--- config.mk ---
export PLATFORM = sky130hd
export DESIGN_NAME = des_master_key_recovery_top
export DESIGN_NICKNAME = d
export VERILOG_FILES = /design/src/rtl/dmkr_pkg.sv /design/src/rtl/dmkr_round.sv /design/src/rtl/des_master_key_recovery_top.sv
export SDC_FILE = /design/constraint.sdc
export NUM_CORES = 1
export LEC_CHECK = 0
export ABC_CLOCK_PERIOD_IN_PS = 19840
export BUFFER_PORTS_ARGS = -buffer_cell sky130_fd_sc_hd__buf_4
export CAP_MARGIN = 20
export CORE_AREA = 8 8 247 249
export DETAILED_ROUTE_END_ITERATION = 7
export DIE_AREA = 0 0 255 257
export GPL_TIMING_DRIVEN = 0
export HOLD_SLACK_MARGIN = 0.06
export SLEW_MARGIN = 15
export SYNTH_ARGS = -nofsm -noshare
export SYNTH_HDL_FRONTEND = slang
export SYNTH_SLANG_ARGS = --single-unit
--- constraint.sdc ---
create_clock -name clock -period 19.84 [get_ports clock]
set_clock_uncertainty 0.2 [all_clocks]
set_input_delay 2.976 -clock clock [delete_from_list [all_inputs] [get_ports clock]]
set_output_delay 2.976 -clock clock [all_outputs]
set_load 0.01 [all_outputs]
--- src/rtl/dmkr_pkg.sv ---
`default_nettype none
package dmkr_pkg;

   localparam int TRIAL_W = 8;

   typedef enum logic [1:0] {
      ST_IDLE,
      ST_LOAD,
      ST_ROUND,
      ST_DONE
   } state_type;

   typedef logic [1:64] blk64_type;

   // Input bit number (1 = MSB) feeding each output bit of the fixed permutations
   localparam byte unsigned IP_T [64] = '{
      58,50,42,34,26,18,10,2, 60,52,44,36,28,20,12,4,
      62,54,46,38,30,22,14,6, 64,56,48,40,32,24,16,8,
      57,49,41,33,25,17,9,1, 59,51,43,35,27,19,11,3,
      61,53,45,37,29,21,13,5, 63,55,47,39,31,23,15,7};
   localparam byte unsigned FP_T [64] = '{
      40,8,48,16,56,24,64,32, 39,7,47,15,55,23,63,31,
      38,6,46,14,54,22,62,30, 37,5,45,13,53,21,61,29,
      36,4,44,12,52,20,60,28, 35,3,43,11,51,19,59,27,
      34,2,42,10,50,18,58,26, 33,1,41,9,49,17,57,25};
   localparam byte unsigned E_T [48] = '{
      32,1,2,3,4,5, 4,5,6,7,8,9, 8,9,10,11,12,13, 12,13,14,15,16,17,
      16,17,18,19,20,21, 20,21,22,23,24,25, 24,25,26,27,28,29, 28,29,30,31,32,1};
   localparam byte unsigned P_T [32] = '{
      16,7,20,21,29,12,28,17, 1,15,23,26,5,18,31,10,
      2,8,24,14,32,27,3,9, 19,13,30,6,22,11,4,25};
   localparam byte unsigned PC1_T [56] = '{
      57,49,41,33,25,17,9, 1,58,50,42,34,26,18,
      10,2,59,51,43,35,27, 19,11,3,60,52,44,36,
      63,55,47,39,31,23,15, 7,62,54,46,38,30,22,
      14,6,61,53,45,37,29, 21,13,5,28,20,12,4};
   localparam byte unsigned PC2_T [48] = '{
      14,17,11,24,1,5, 3,28,15,6,21,10, 23,19,12,4,26,8, 16,7,27,20,13,2,
      41,52,31,37,47,55, 30,40,51,45,33,48, 44,49,39,56,34,53, 46,42,50,36,29,32};
   // Rounds with a single-bit rotation (1,2,9,16 counted from 1)
   localparam logic [15:0] ROT1_T = 16'b1000_0001_0000_0011;
   localparam byte unsigned GAP_T [8] = '{14, 15, 19, 20, 51, 54, 58, 60};

   localparam logic [3:0] SBOX_T [8][64] = '{
      '{14,4,13,1,2,15,11,8,3,10,6,12,5,9,0,7, 0,15,7,4,14,2,13,1,10,6,12,11,9,5,3,8,
        4,1,14,8,13,6,2,11,15,12,9,7,3,10,5,0, 15,12,8,2,4,9,1,7,5,11,3,14,10,0,6,13},
      '{15,1,8,14,6,11,3,4,9,7,2,13,12,0,5,10, 3,13,4,7,15,2,8,14,12,0,1,10,6,9,11,5,
        0,14,7,11,10,4,13,1,5,8,12,6,9,3,2,15, 13,8,10,1,3,15,4,2,11,6,7,12,0,5,14,9},
      '{10,0,9,14,6,3,15,5,1,13,12,7,11,4,2,8, 13,7,0,9,3,4,6,10,2,8,5,14,12,11,15,1,
        13,6,4,9,8,15,3,0,11,1,2,12,5,10,14,7, 1,10,13,0,6,9,8,7,4,15,14,3,11,5,2,12},
      '{7,13,14,3,0,6,9,10,1,2,8,5,11,12,4,15, 13,8,11,5,6,15,0,3,4,7,2,12,1,10,14,9,
        10,6,9,0,12,11,7,13,15,1,3,14,5,2,8,4, 3,15,0,6,10,1,13,8,9,4,5,11,12,7,2,14},
      '{2,12,4,1,7,10,11,6,8,5,3,15,13,0,14,9, 14,11,2,12,4,7,13,1,5,0,15,10,3,9,8,6,
        4,2,1,11,10,13,7,8,15,9,12,5,6,3,0,14, 11,8,12,7,1,14,2,13,6,15,0,9,10,4,5,3},
      '{12,1,10,15,9,2,6,8,0,13,3,4,14,7,5,11, 10,15,4,2,7,12,9,5,6,1,13,14,0,11,3,8,
        9,14,15,5,2,8,12,3,7,0,4,10,1,13,11,6, 4,3,2,12,9,5,15,10,11,14,1,7,6,0,8,13},
      '{4,11,2,14,15,0,8,13,3,12,9,7,5,10,6,1, 13,0,11,7,4,9,1,10,14,3,5,12,2,15,8,6,
        1,4,11,13,12,3,7,14,10,15,6,8,0,5,9,2, 6,11,13,8,1,4,10,7,9,5,0,15,14,2,3,12},
      '{13,2,8,4,6,15,11,1,10,9,3,14,5,0,12,7, 1,15,13,8,10,3,7,4,12,5,6,11,0,14,9,2,
        7,11,4,1,9,12,14,2,0,6,10,13,15,3,5,8, 2,1,14,7,4,10,8,13,15,12,9,0,3,5,6,11}};

   // DES round function: R and the 48-bit round key in, f(R, K) out
   function automatic logic [1:32] des_f(input logic [1:32] r, input logic [1:48] k);
      logic [1:48] x;
      logic [1:32] s;
      logic [1:32] o;
      logic [5:0]  six;
      for (int i = 0; i < 48; i++) x[i+1] = r[E_T[i]] ^ k[i+1];
      for (int b = 0; b < 8; b++) begin
         six = x[6*b+1 +: 6];
         s[4*b+1 +: 4] = SBOX_T[b][{six[5], six[0], six[4:1]}];
      end
      for (int i = 0; i < 32; i++) o[i+1] = s[P_T[i]];
      return o;
   endfunction

   function automatic logic [1:48] pc2(input logic [1:56] cd);
      logic [1:48] k;
      for (int i = 0; i < 48; i++) k[i+1] = cd[PC2_T[i]];
      return k;
   endfunction

   function automatic logic [1:56] pc1(input logic [1:64] key);
      logic [1:56] cd;
      for (int i = 0; i < 56; i++) cd[i+1] = key[PC1_T[i]];
      return cd;
   endfunction

   function automatic logic [1:64] ip(input logic [1:64] v);
      logic [1:64] o;
      for (int i = 0; i < 64; i++) o[i+1] = v[IP_T[i]];
      return o;
   endfunction

   function automatic logic [1:64] fp(input logic [1:64] v);
      logic [1:64] o;
      for (int i = 0; i < 64; i++) o[i+1] = v[FP_T[i]];
      return o;
   endfunction

   // Subkey bits back to key positions; missing and parity bits zero
   function automatic logic [1:64] base_key(input logic [1:48] sub);
      logic [1:64] k;
      k = '0;
      for (int j = 0; j < 48; j++) k[PC1_T[PC2_T[j]-1]] = sub[j+1];
      return k;
   endfunction

   function automatic logic [1:64] with_trial(input logic [1:64] base,
                                              input logic [TRIAL_W-1:0] m);
      logic [1:64] k;
      k = base;
      for (int i = 0; i < 8; i++) k[GAP_T[i]] = m[i];
      return k;
   endfunction

   function automatic logic [1:64] odd_par(input logic [1:64] k);
      logic [1:64] o;
      o = k;
      for (int b = 0; b < 8; b++) o[8*b+8] = ~(^k[8*b+1 +: 7]);
      return o;
   endfunction

endpackage
`default_nettype wire

--- src/rtl/dmkr_round.sv ---
`default_nettype none
module dmkr_round
   import dmkr_pkg::*;
(
   input  wire logic        clock,
   input  wire logic        load,
   input  wire logic [1:64] key,
   input  wire logic [1:64] plaintext,
   input  wire logic [3:0]  round_idx,
   output logic [1:64]      cipher
);

   logic [1:28] c_ff, c_in, d_ff, d_in;
   logic [1:32] l_ff, l_in, r_ff, r_in;
   logic [1:56] cd0;
   logic [1:64] blk;
   logic [1:28] c_src, d_src;
   logic [1:32] l_src, r_src;
   logic        one;

   // Shared round unit: load applies round 1, later cycles apply rounds 2..16
   always_comb begin
      cd0   = pc1(key);
      blk   = ip(plaintext);
      c_src = load ? cd0[1:28]  : c_ff;
      d_src = load ? cd0[29:56] : d_ff;
      l_src = load ? blk[1:32]  : l_ff;
      r_src = load ? blk[33:64] : r_ff;
      one   = ROT1_T[round_idx];
      c_in  = one ? {c_src[2:28], c_src[1]} : {c_src[3:28], c_src[1:2]};
      d_in  = one ? {d_src[2:28], d_src[1]} : {d_src[3:28], d_src[1:2]};
      l_in  = r_src;
      r_in  = l_src ^ des_f(r_src, pc2({c_in, d_in}));
   end

   always_ff @(posedge clock) begin
      c_ff <= c_in;
      d_ff <= d_in;
      l_ff <= l_in;
      r_ff <= r_in;
   end

   assign cipher = fp({r_ff, l_ff});

endmodule
`default_nettype wire

--- src/rtl/des_master_key_recovery_top.sv ---
`default_nettype none
// Recovers a DES key from a known plaintext/ciphertext pair and the
// round-16 subkey. The subkey fills 48 key bits; the 8 missing bits are
// searched from trial 0 upward with one shared DES round unit, one round per
// cycle; each trial is 16 rounds plus a compare, and the search stops at the
// first hit or after trial 255 when nothing matches. The input stalls for the
// whole search; a finished key waits in DONE while the previous result beat
// is still stalled.
module des_master_key_recovery_top
   import dmkr_pkg::*;
(
   input  wire logic        clock,
   input  wire logic        reset,
   input  wire logic        req_valid,
   output logic             req_stall,
   input  wire logic [63:0] req_plaintext,
   input  wire logic [63:0] req_ciphertext,
   input  wire logic [47:0] req_round_subkey,
   output logic             rsp_valid,
   input  wire logic        rsp_stall,
   output logic [63:0]      rsp_full_key,
   output logic             rsp_found
);

   state_type           state_ff, state_in;
   logic [1:64]         pt_ff, pt_in, ct_ff, ct_in, base_ff, base_in;
   logic [TRIAL_W-1:0]  trial_ff, trial_in;
   logic [3:0]          rnd_ff, rnd_in;
   logic                hit_ff, hit_in;
   logic                ovalid_ff, ovalid_in;
   logic [63:0]         okey_ff, okey_in;
   logic                ofound_ff, ofound_in;
   logic                load;
   logic [1:64]         cand, cipher;

   assign cand = with_trial(base_ff, trial_ff);

   dmkr_round u_round (
      .clock     (clock),
      .load      (load),
      .key       (cand),
      .plaintext (pt_ff),
      .round_idx (rnd_ff),
      .cipher    (cipher)
   );

   // Search sequencer and result register
   always_comb begin
      state_in  = state_ff;
      pt_in     = pt_ff;
      ct_in     = ct_ff;
      base_in   = base_ff;
      trial_in  = trial_ff;
      rnd_in    = rnd_ff;
      hit_in    = hit_ff;
      ovalid_in = ovalid_ff;
      okey_in   = okey_ff;
      ofound_in = ofound_ff;
      load      = 1'b0;
      req_stall = (state_ff != ST_IDLE);
      if (ovalid_ff && !rsp_stall) ovalid_in = 1'b0;
      case (state_ff)
         ST_IDLE: begin
            if (req_valid) begin
               pt_in    = req_plaintext;
               ct_in    = req_ciphertext;
               base_in  = base_key(req_round_subkey);
               trial_in = '0;
               state_in = ST_LOAD;
            end
         end
         ST_LOAD: begin
            load     = 1'b1;
            rnd_in   = 4'd1;
            state_in = ST_ROUND;
         end
         ST_ROUND: begin
            if (rnd_ff == 4'd0) begin
               // all 16 rounds done: compare
               if (cipher == ct_ff || trial_ff == '1) begin
                  hit_in   = (cipher == ct_ff);
                  state_in = ST_DONE;
               end else begin
                  trial_in = trial_ff + 1'b1;
                  state_in = ST_LOAD;
               end
            end else begin
               rnd_in = rnd_ff + 1'b1;
            end
         end
         ST_DONE: begin
            // candidate stays put here; load it once the output is free
            if (!ovalid_ff || !rsp_stall) begin
               okey_in   = odd_par(cand);
               ofound_in = hit_ff;
               ovalid_in = 1'b1;
               state_in  = ST_IDLE;
            end
         end
         default: state_in = ST_IDLE;
      endcase
   end

   always_ff @(posedge clock) begin
      if (reset) begin
         state_ff  <= ST_IDLE;
         ovalid_ff <= 1'b0;
         rnd_ff    <= '0;
         trial_ff  <= '0;
      end else begin
         state_ff  <= state_in;
         ovalid_ff <= ovalid_in;
         rnd_ff    <= rnd_in;
         trial_ff  <= trial_in;
      end
   end

   always_ff @(posedge clock) begin
      pt_ff     <= pt_in;
      ct_ff     <= ct_in;
      base_ff   <= base_in;
      hit_ff    <= hit_in;
      okey_ff   <= okey_in;
      ofound_ff <= ofound_in;
   end

   assign rsp_valid    = ovalid_ff;
   assign rsp_full_key = okey_ff;
   assign rsp_found    = ofound_ff;

endmodule
`default_nettype wire
==> results.md <==
* PwrDens at between 150 and 200 mW/mm^2
* H-tree levels at 2
* GP Congestion at 0.936
* CTS root buf: clkbuf_16
* Synthesized Nets at 1786
* Most frequent cells in the layout: buf_4 (252), edfxtp_1 (242), dfxtp_1 (136)
* Adder-Cell Fraction of Synth Area at 4.11%
* FF-to-FF Start: state_ff[0]$_SDFFE_PP0P_
* Vias in the first global route at 14100
* WL met3 at 3.40 mm
* Area grow syn2layout at 22.6%
* Pre-CTS WS at between 10 and 15 ns
* Antenna viol nets, final at 0
* Share of cells above drive strength 1 at 27.1%
* Worst hold path class: reg -> reg
* Crit. End Element: flip-flop
* Total gr overflow at 0
* Post-synthesis mux area share at 13.8%
* Endpoints failing setup at 0
* Clk buf depth at 3
* CP startpoint: state_ff[0]$_SDFFE_PP0P_
* First-pass GRT wire length at 92.3 mm
* Sw Pwr at about 2.0 mW
* Mapped Avg Cell Area at roughly 13 um^2
* Clock share of power at 17.6%
* Die width at between 200 and 300 um
* Worst EP required at ~20 ns
* Setup TNS at 0 ns
* Synth cell types at 82
* Syn. warnings at 0
* Startpoint Class: flip-flop
* Antenna violations before repair at 0
* WL met2 at 31.1 mm
* Worst Reg2Reg Path Length in Cells at 15
* Reg2reg end: u_round.r_ff[28]$_DFF_P_
* Crit share post-route at about a quarter
* P_leak at roughly 9.2 nW
* Initial DRC count at a little under 1000
* RSZ-0062 raised after global routing: false
* Post-synthesis xor/xnor area fraction at 12.1%
* Top_reg_cell synth: edfxtp_1
* Largest net degree at the start of global routing at 31
* Net Sw Frac at roughly 44%
* Largest area contributor in the netlist: edfxtp_1
* GRT Util Overall at 18.6%
* Area share of the largest cell type after synthesis at 36.7%
* Die height at approximately 260 um
* Commonest non-fill, non-tap cell in the layout: buf_4
* Core Rows at between 80 and 90
* CTS buffer count at 42
* CP endpoint: u_round.r_ff[28]$_DFF_P_
* Hold-fix buffers at CTS at 0
* Synth area leaders: edfxtp_1 (37%), dfxtp_1 (14%), mux4_2 (7.5%)
* Compound-Gate Fraction of Synth Area at 9.23%
* Worst reg2reg setup slack at 14.83 ns
* Peak supply drop at 0.0762 mV
* Worst-Margin Slew at 1.04 ns
* Critical Path AT at 5.22 ns
* DP HPWL at 48.1 mm
* Via count at approximately 14000
* Post-synth ARST share at 0%
* Final Power at between 4 and 5 mW
* Part of the power in registers at 24.7%
* Vias per cell at 5.23
* Critical path class: reg -> reg
* Comb pwr share at 57.7%
* DRT Wirelength at roughly 62 mm
* Worst skew pair latency at 0.57 ns
* Final Hold Vio Count at 0
* Post-synthesis register bit count at 378
* Slack of the critical path at 14.83 ns
* First drt pass iteration count at 5
* Fill count at 5388
* Slew Viols, Final at 0
* Hold depth at 0
* DRT met1 WL at ~26 mm
* Max Cap Violations at 0
* CTS resizes at 0
* Main combinational cell family by area after synthesis: multiplexers
* Post-synthesis sequential area ratio at around half
* Reg clk slew, reported paths at 0.06 ns
* Mapped Area at approximately 0.02 mm^2
* Worst slew margin at 28.6%
* Post-CTS Setup Inserts at 0
* EDFF count, synth at 242
* Layout Nets at 2087
* Io pins at 247
* Status: finished clean
* Synth Instances at 1541
* Routed len/inst at 23.6 um
* Count of buffers from port buffering at 245
* Starting Density at 34.7%
* Core region area at 0.0570 mm^2
* Uppermost layer routed: met4
* DRC Markers at 0
* Fmax at 199 MHz
* Sink Count at 378
* TritonCTS clock tree: built
* Int Power at around 2.5 mW
* Die Area at 0.0655 mm^2
* Crit Path Max Fanout at 10
* Time the worst path needs with I/O delays and setup at 5.01 ns
* Simple-gate share of the synthesized area at ~6.6%
==> power by group through the flow <==
stage	registers [mW]	clock network, mW	logic (mW)
after detailed placement	1.14	0	2.59
after floorplan	1.10	0	1.92
after global routing	1.14	0.845	2.87
final	1.13	0.799	2.63
after global placement	1.15	0	2.57
after CTS	1.12	0.817	2.61
==> worst min path at each step <==
stage                                  start                          to  slack (ns)
finish              trial_ff[3]$_SDFFE_PP0P_  rsp_full_key[44]$_DFFE_PP_        0.23
global placement    trial_ff[3]$_SDFFE_PP0P_  rsp_full_key[44]$_DFFE_PP_        0.22
floorplan                   hit_ff$_DFFE_PP_         rsp_found$_DFFE_PP_        0.20
global route                hit_ff$_DFFE_PP_         rsp_found$_DFFE_PP_        0.24
detailed placement  trial_ff[3]$_SDFFE_PP0P_  rsp_full_key[44]$_DFFE_PP_        0.22
CTS                 trial_ff[3]$_SDFFE_PP0P_  rsp_full_key[44]$_DFFE_PP_        0.23
==> synthesized netlist by cell type, types with 21 or more instances <==
cell type	instances
edfxtp_1	242
dfxtp_1	136
nor3_1	26
buf_2	32
nor4_1	22
mux4_2	66
o211ai_1	21
nand2_1	86
inv_1	61
o21ai_0	50
nor2_1	77
mux2i_1	81
a21oi_1	45
a211oi_1	22
xor2_1	111
xnor2_1	102
nand3_1	27
ha_1	65
==> cell families after synthesis <==
logic type / Yosys count
compound gates: 263
xor+xnor: 241
fa+ha+maj: 65
buf+inv: 139
flops: 378
mux: 173
simple gates: 282
==> metrics by stage <==
step | util (%) | instance area (um^2) | instances | hold slack, ns
after floorplan | - | 19800 | 1541 | 0.200
after global placement | 39.6 | 22600 | 2551 | 0.217
after detailed placement | 40.1 | 22900 | 2563 | 0.220
after CTS | 42.5 | 24300 | 2638 | 0.232
after global routing | 42.5 | 24300 | 2638 | 0.238
final | 42.5 | 24300 | 2639 | 0.226
==> layer usage <==
metal	track usage [%]	up-vias
met2	31.4	462
li1	-	6357
met5	0	-
met4	5.59	0
met1	24.2	6894
met3	3.07	90
==> state kept, by name, summed over array words and instances, names as in the netlist <==
register / flops
ct_ff: 64
pt_ff: 64
rsp_full_key: 64
base_ff: 48
u_round.l_ff: 32
u_round.r_ff: 32
u_round.c_ff: 28
u_round.d_ff: 28
trial_ff: 8
rnd_ff: 4
state_ff: 2
hit_ff: 1
rsp_found: 1
rsp_valid: 1
u_round.one: 1
==> critical path, cell delays in order (launching register included) <==
cell and delay, ns:
dfxtp_1 0.33, buf_6 0.13, nor2b_4 0.20, buf_8 0.19
buf_6 0.22, buf_8 0.24, buf_6 0.24, mux2i_1 0.34
xor2_1 0.76, inv_1 0.32, ha_1 0.37, buf_2 0.17
a21oi_1 0.18, nor3_1 0.08, o21ai_0 0.70, xor2_1 0.16
==> area by class of cell <==
type                       count  area, um^2  share of cell area, %
antenna                        1        2.50                 0.0103
multi-input combinational   1024        9120                   37.6
sequential                   378        9990                   41.2
clock buffer                  59        1210                   4.98
inverter                      70         263                   1.08
buffer                        69         443                   1.83
clock inverter                16         190                  0.784
timing repair buffer         257        2090                   8.61
tap                          765         957                   3.95
Note: power is estimated with default switching activity, not from simulation.
